`src/sv/median_5x5_pixel_filter_assert.svh`:
```
// ----------------------------------------------------------------------------
// Assertion macros for the 5x5 median pixel filter
// Checks compile away when NO_ASSERTIONS is defined.
// ----------------------------------------------------------------------------
`ifndef MEDIAN_5X5_PIXEL_FILTER_ASSERT_SVH
`define MEDIAN_5X5_PIXEL_FILTER_ASSERT_SVH
`ifndef NO_ASSERTIONS
// Condition holds at every clock edge out of reset
`define MF5_ASSERT_ALWAYS(lbl, cond) \
    lbl: assert property (@(posedge i_clk) disable iff (!i_rst_n) (cond)) \
        else $error("mf5 invariant violated");
// Consequence holds in the cycle after the antecedent
`define MF5_ASSERT_NEXT(lbl, ante, cons) \
    lbl: assert property (@(posedge i_clk) disable iff (!i_rst_n) (ante) |=> (cons)) \
        else $error("mf5 sequence violated");
`else
`define MF5_ASSERT_ALWAYS(lbl, cond)
`define MF5_ASSERT_NEXT(lbl, ante, cons)
`endif
`endif

```
`src/sv/mf5_pkg.sv`:
```
// ----------------------------------------------------------------------------
// mf5_pkg
// Shared constants, types and size helpers of the 5x5 median pixel filter.
// ----------------------------------------------------------------------------
package mf5_pkg;

    localparam int MAX_WIDTH  = 2048;
    localparam int MAX_HEIGHT = 4096;
    localparam int MIN_SIZE   = 10;
    localparam int WIN        = 5;
    localparam int NW         = WIN * WIN;
    localparam int MID_RANK   = 12;
    localparam int EDGE       = 2;
    localparam int LINES      = 4;
    localparam int CENTER     = EDGE * WIN + EDGE;
    localparam int Q_DEPTH    = 4;

    localparam int COL_W = $clog2(MAX_WIDTH);
    localparam int WID_W = $clog2(MAX_WIDTH + 1);
    localparam int HGT_W = $clog2(MAX_HEIGHT + 1);
    localparam int DRN_W = WID_W + 1;
    localparam int QP_W  = $clog2(Q_DEPTH);
    localparam int QC_W  = $clog2(Q_DEPTH + 1);
    localparam int ADDR_W = 4;

    localparam logic MODE_PIXEL = 1'b0;
    localparam logic MODE_DRAIN = 1'b1;

    localparam logic [1:0] PLANE_LUMA = 2'd0;
    localparam logic [1:0] PLANE_NONE = 2'd3;

    localparam logic [1:0] REG_FRAME_WIDTH  = 2'd0;
    localparam logic [1:0] REG_FRAME_HEIGHT = 2'd1;
    localparam logic [1:0] REG_LUMA_EN      = 2'd2;
    localparam logic [1:0] REG_CHROMA_EN    = 2'd3;

    typedef struct packed {
        logic [11:0] frame_width;
        logic [12:0] frame_height;
        logic        luma_en;
        logic        chroma_en;
    } t_cfg;

    // Item classified by the front, before the line data returns
    typedef struct packed {
        logic       is_drain;
        logic       emit;
        logic       three;
        logic       med;
        logic       done;
        logic [1:0] plane;
        logic [7:0] pixel;
        logic [1:0] rot;
    } t_s1;

    // Queue entry: classified item with its new window column
    typedef struct packed {
        logic                  is_drain;
        logic                  emit;
        logic                  three;
        logic                  med;
        logic                  done;
        logic [1:0]            plane;
        logic [7:0]            pixel;
        logic [LINES-1:0][7:0] col;
    } t_entry;

    typedef struct packed {
        logic [QC_W-1:0] count;
        logic            full;
        logic            empty;
    } t_qstat;

    typedef struct packed {
        logic       drain;
        logic       emit;
        logic       three;
        logic       med;
        logic       done;
        logic [1:0] plane;
        logic [7:0] value;
    } t_meta;

    typedef logic [NW-1:0][7:0] t_win;

    // Clamped plane width; chroma is half of luma
    function automatic logic [WID_W-1:0] plane_width(input logic [11:0] fw,
                                                      input logic [1:0] plane);
        int unsigned v;
        v = fw;
        if (v < MIN_SIZE) v = MIN_SIZE;
        if (v > MAX_WIDTH) v = MAX_WIDTH;
        if (plane != PLANE_LUMA) v = v >> 1;
        return WID_W'(v);
    endfunction

    // Clamped plane height; chroma is half of luma
    function automatic logic [HGT_W-1:0] plane_height(input logic [12:0] fh,
                                                       input logic [1:0] plane);
        int unsigned v;
        v = fh;
        if (v < MIN_SIZE) v = MIN_SIZE;
        if (v > MAX_HEIGHT) v = MAX_HEIGHT;
        if (plane != PLANE_LUMA) v = v >> 1;
        return HGT_W'(v);
    endfunction

endpackage

```
`src/sv/mf5_fifo.sv`:
```
// ----------------------------------------------------------------------------
// mf5_fifo
// Short queue that decouples item classification from filtering.
// ----------------------------------------------------------------------------
module mf5_fifo (
    input  logic            i_clk,
    input  logic            i_rst_n,
    input  logic            i_push,
    input  mf5_pkg::t_entry i_entry,
    input  logic            i_pop,
    output mf5_pkg::t_entry o_head,
    output mf5_pkg::t_qstat o_stat
);
    import mf5_pkg::*;

    t_entry          r_mem [Q_DEPTH];
    logic [QP_W-1:0] r_wp, r_rp;
    logic [QC_W-1:0] r_cnt;

    // Advance pointers and count
    always_ff @(posedge i_clk) begin
        if (!i_rst_n) begin
            r_wp  <= '0;
            r_rp  <= '0;
            r_cnt <= '0;
        end else begin
            if (i_push) begin
                r_wp <= (r_wp == QP_W'(Q_DEPTH - 1)) ? '0 : r_wp + 1'b1;
            end
            if (i_pop) begin
                r_rp <= (r_rp == QP_W'(Q_DEPTH - 1)) ? '0 : r_rp + 1'b1;
            end
            case ({i_push, i_pop})
                2'b10:   r_cnt <= r_cnt + 1'b1;
                2'b01:   r_cnt <= r_cnt - 1'b1;
                default: r_cnt <= r_cnt;
            endcase
        end
    end

    // Store entries
    always_ff @(posedge i_clk) begin
        if (i_push) begin
            r_mem[r_wp] <= i_entry;
        end
    end

    assign o_head       = r_mem[r_rp];
    assign o_stat.count = r_cnt;
    assign o_stat.full  = (r_cnt == QC_W'(Q_DEPTH));
    assign o_stat.empty = (r_cnt == '0);
endmodule

```
`config.mk`:
```
export PLATFORM = sky130hd
export DESIGN_NAME = mf5_fifo
export DESIGN_NICKNAME = d
export VERILOG_FILES = /design/src/sv/median_5x5_pixel_filter_assert.svh /design/src/sv/mf5_pkg.sv /design/src/sv/mf5_fifo.sv
export SDC_FILE = /design/constraint.sdc
export NUM_CORES = 1
export LEC_CHECK = 0
export BUFFER_PORTS_ARGS = -buffer_cell sky130_fd_sc_hd__buf_2
export CAP_MARGIN = 40
export CORE_MARGIN = 4
export CORE_UTILIZATION = 61
export DETAILED_ROUTE_END_ITERATION = 10
export GPL_TIMING_DRIVEN = 1
export PLACE_DENSITY = 0.85
export REMOVE_ABC_BUFFERS = 1
export SLEW_MARGIN = 40
export SYNTH_ARGS = -nofsm -noshare
export SYNTH_HDL_FRONTEND = slang
export SYNTH_SLANG_ARGS = --single-unit
```
`constraint.sdc`:
```
create_clock -name i_clk -period 5.5 [get_ports i_clk]
set_clock_uncertainty 0.1 [all_clocks]
set_input_delay 0.55 -clock i_clk [delete_from_list [all_inputs] [get_ports i_clk]]
set_output_delay 0.55 -clock i_clk [all_outputs]
set_load 0.02 [all_outputs]
```
== Word-level counts from Yosys, hierarchy flattened ==
Memory sizes are Yosys's and may differ from the RTL's. A register that Yosys moved wholly into a read port is not among the register bits.
Cells that the tools add are included.
Operators by class
  magnitude comparators: 0
  shift operators: 0
  reductions and logical operators: 2
  divide/modulo/power cells: 0
  mux-type cells: 7
  bitwise gates (word level): 0
  equality and inequality tests: 5
  $add $sub $neg: 4
  $mul: 0
Operators by type and width (count)
  $mux W2: 4
  $eq A2 B2 Y1 const B: 3
  $pmux W3 S2: 1
  $add A2 B1 Y2 const B: 2
  $add A3 B1 Y3 const B: 1
  $eq A3 B3 Y1 const B: 1
  $logic_not A3 Y1: 1
  $sub A3 B1 Y3 const B: 1
  $eq A2 B1 Y1 const B: 1
  $mux W1: 2
  $reduce_bool A2 Y1: 1
Storage, ports and cells
  output and inout bits: 52
  logic and storage cells: 22
  latch bits: 0
  ROM bits: 0
  memories: 1
  bits of input ports: 51
  register bits: 7
  memory bits (writable): 188
Memory list
  r_mem: words 4, bits a word 47, rd ports 1, clocked after memory_dff 1, wr ports 1, line mf5_fifo.sv:16  | t_entry r_mem [Q_DEPTH];

== Depth between registers and ports, before layout ==
  depth in word-level cells: 4
  depth in mapped cells: 7
  gate-level depth less buffers: 7

== Worst setup path before layout ==
Ideal clock, no wire load.
  path type: input -> register
  start point: in i_push
  end point: mem r_mem[0][0] (netlist name), enable pin
  setup time: 409 ps
  path buffers: 0
  stages on the path: 1
  required time: 4991 ps
  setup slack: 3313 ps
  arrival: 1678 ps
  cell sequence: and2_1
Between the ends
  longest elaborated chain between the ends: 2
RTL lines
  start: declaration: line mf5_fifo.sv:8  | input logic i_push,
  $mux W1: line mf5_fifo.sv:43  | if (i_push) begin
  $mux W1 (not written as such): line mf5_fifo.sv:44  | r_mem[r_wp] <= i_entry;
  end: declaration: line mf5_fifo.sv:16
Every way passes these cells.

==> impl_metrics.json <==
{
  "synth_most_common_cell": "edfxtp_1",
  "grt.total_usage_pct": 19.4,
  "cts_buffer_depth": 2,
  "rsz0062_at_grt": "no",
  "coreArea_sq_mm": 0.0116,
  "worst_slew_pin_slew_ns": 0.622,
  "grt_pass1_wl_mm": 19.0,
  "path_clk_slew_ns": 0.06,
  "netlist_top_cells_area": "edfxtp_1, mux4_2, dfxtp_1, ha_1, buf_12",
  "drive_gt1_share_pct": 44.8,
  "reg2reg_depth": 3,
  "grt_pass1_vias": 3524,
  "hold_viol": 0,
  "fmax_mhz": 353,
  "pre_cts_slack_ns": 3.07,
  "multi_input_area_sq_mm": 0.00133,
  "routed_wl_mm": 12.4,
  "die-area_sq_mm": 0.0137,
  "start_kind": "flip-flop",
  "hp-start": "i_entry[15]",
  "power.density_mw_per_mm2": 380,
  "synth_top_area_share_pct": 77.6,
  "synth_top_cell_by_area": "edfxtp_1",
  "diodes": 0,
  "avgSynthCellArea_sq_um": 24.9,
  "r2r-end": "r_mem[1][26]",
  "status": "finished clean",
  "vias_per_cell": 5.77,
  "hp-class": "in2reg",
  "ys_top_cells_by_count": "edfxtp_1, mux4_2, dfxtp_1",
  "yosysUniqueCellTypes": 25,
  "holdPathEnd": "r_mem[2][15]",
  "final.min_clock_period_ns": 2.83,
  "leakagePower_uw": 0.00292,
  "instances_no_fill": 565,
  "layout_setup_ws_ns": 2.67,
  "grt_remaining_overflow": 0,
  "die_w_um": 117,
  "post_drt_wl_per_cell_um": 21.9,
  "setup_viol": 0,
  "critPathArrivalTime_ns": 2.18,
  "final_max_slew_viol_count": 0,
  "timing.max_cap.violations": 0,
  "ys_seq_area_share_pct": 80.1,
  "clock-root-buffer": "clkbuf_16",
  "dp_hpwl_mm": 7.58,
  "rr_startpoint": "r_wp[0]",
  "yosysWarningCount": 0,
  "port_buffers": 102,
  "area_delta_synth_final_pct": 16.9,
  "ys.flop_type": "edfxtp_1",
  "fill_cells": 638,
  "cts_sinks": 197,
  "num_vias": 3262,
  "synthCells": 292,
  "ctsHoldBuffers": 0,
  "ys_ff_latch": 197,
  "cts-resized-gates": 0,
  "seqCellArea_sq_mm": 0.00583,
  "cts_made_buffers": 17,
  "drcViolationCount": 0,
  "end_kind": "output pin",
  "required_ns": 4.85,
  "slew-limit-headroom_pct": 58.5,
  "pin_count": 103,
  "dr.pass1.iters": 4,
  "cts_htree_levels": 4,
  "num_rows": 39,
  "post_cts_buffers": 0,
  "ant_nets": 0,
  "drt_iter0_drc": 221,
  "timing.final.crit_share_pct": 51.5,
  "async_flop_share_pct": 0,
  "reg2reg_setup_slack_ns": 3.50,
  "start_util_pct": 62.9,
  "die_y_um": 117,
  "critPathMaxFanout": 25,
  "dp.cells": 533,
  "irDropWorstVdd_uv": 249,
  "min_path_cells": 1,
  "fin_setup_tns_ns": 0,
  "grt_antenna_before_repair": 0,
  "worstSetupPathType": "reg2out",
  "clk_latency_ns": 0.42,
  "netlist_area_sq_mm": 0.00727,
  "whs_ns": 0.237,
  "synth-edff-count": 188,
  "cts_tree": "done",
  "gp_congestion": 0.672,
  "grt_start_max_net_pins": 31,
  "fin_nets": 467
}
==> registers in the layout, summed over array words and instances (netlist names), named ones only <==
name,flops
r_mem,188
r_cnt,3
r_rp,2
r_wp,2
==> how the worst max path moves through the flow <==
stage / to / slack [ns] / from
after CTS: o_head[13] / 2.59 / flip-flop
after global placement: o_head[4] / 2.98 / flip-flop
final: o_head[13] / 2.67 / flip-flop
after detailed placement: o_head[0] / 3.07 / flip-flop
after global routing: o_head[24] / 2.53 / flip-flop
after floorplan: o_head[0] / 2.08 / flip-flop
==> report_power, final <==
group	switching, uW	internal [uW]
Clock	488	710
Sequential	29.9	1710
Combinational	172	126
Total	689	2540
==> through the flow <==
stage | instance area, sq um | utilization (%) | total power, uW
final | 8500 | 73.5 | 3230
after global routing | 8500 | 73.5 | 3350
after CTS | 8500 | 73.5 | 3260
after detailed placement | 7930 | 68.5 | 2070
after global placement | 7910 | 68.4 | 2060
after floorplan | 7170 | - | 1950
==> layout make-up <==
cell class	count	share of cell area, %
clock buffers	21	5.18
flip-flops and latches	197	68.6
inverters	6	0.265
repair buffers	108	6.68
multi-input cells	79	15.6
clock inverters	11	1.58
well taps	143	2.11
==> cell families (layout without fill, tap and decap cells) <==
| logic type | count (synthesis) | count (layout) | synth area share [%] |
|---|---|---|---|
| flip-flops | 197 | 197 | 80.1 |
| multiplexers | 49 | 49 | 14.8 |
| AND/OR/NAND/NOR | 16 | 16 | 1.36 |
| buffers and inverters | 16 | 146 | 1.72 |
| adder cells (fa/ha/maj) | 7 | 7 | 1.31 |
| AO/OA/AOI/OAI | 5 | 5 | 0.413 |
| XOR/XNOR | 2 | 2 | 0.241 |
==> cell usage in the layout, fill, tap and decap left out, drive strengths merged <==
master  count
ha          6
bufinv      3
fa          1
o21ai       2
nand2       1
buf       108
o21a        1
a21boi      1
nor3b       2
and3        1
xnor2       1
a21oi       1
clkinv      8
clkbuf     21
or3         1
xor2        1
nor3        1
nor2b       4
edfxtp    188
inv         6
mux4       47
and2        6
mux2i       2
dfxtp       9
==> critical path, stage by stage (launching register included) <==
cell and delay [ns]:
dfxtp_2 0.73, buf_4 0.45, mux4_2 0.39, buf_2 0.18
==> metal layers <==
layer	vias to the layer above	global-route usage [%]	routed length (um)
met5	-	0	0
met4	0	7.80	204
met3	18	6.32	832
met2	107	31.9	6340
met1	1673	24.3	4990
li1	1464	-	-
No activity file was read; power rests on OpenSTA's default activity.
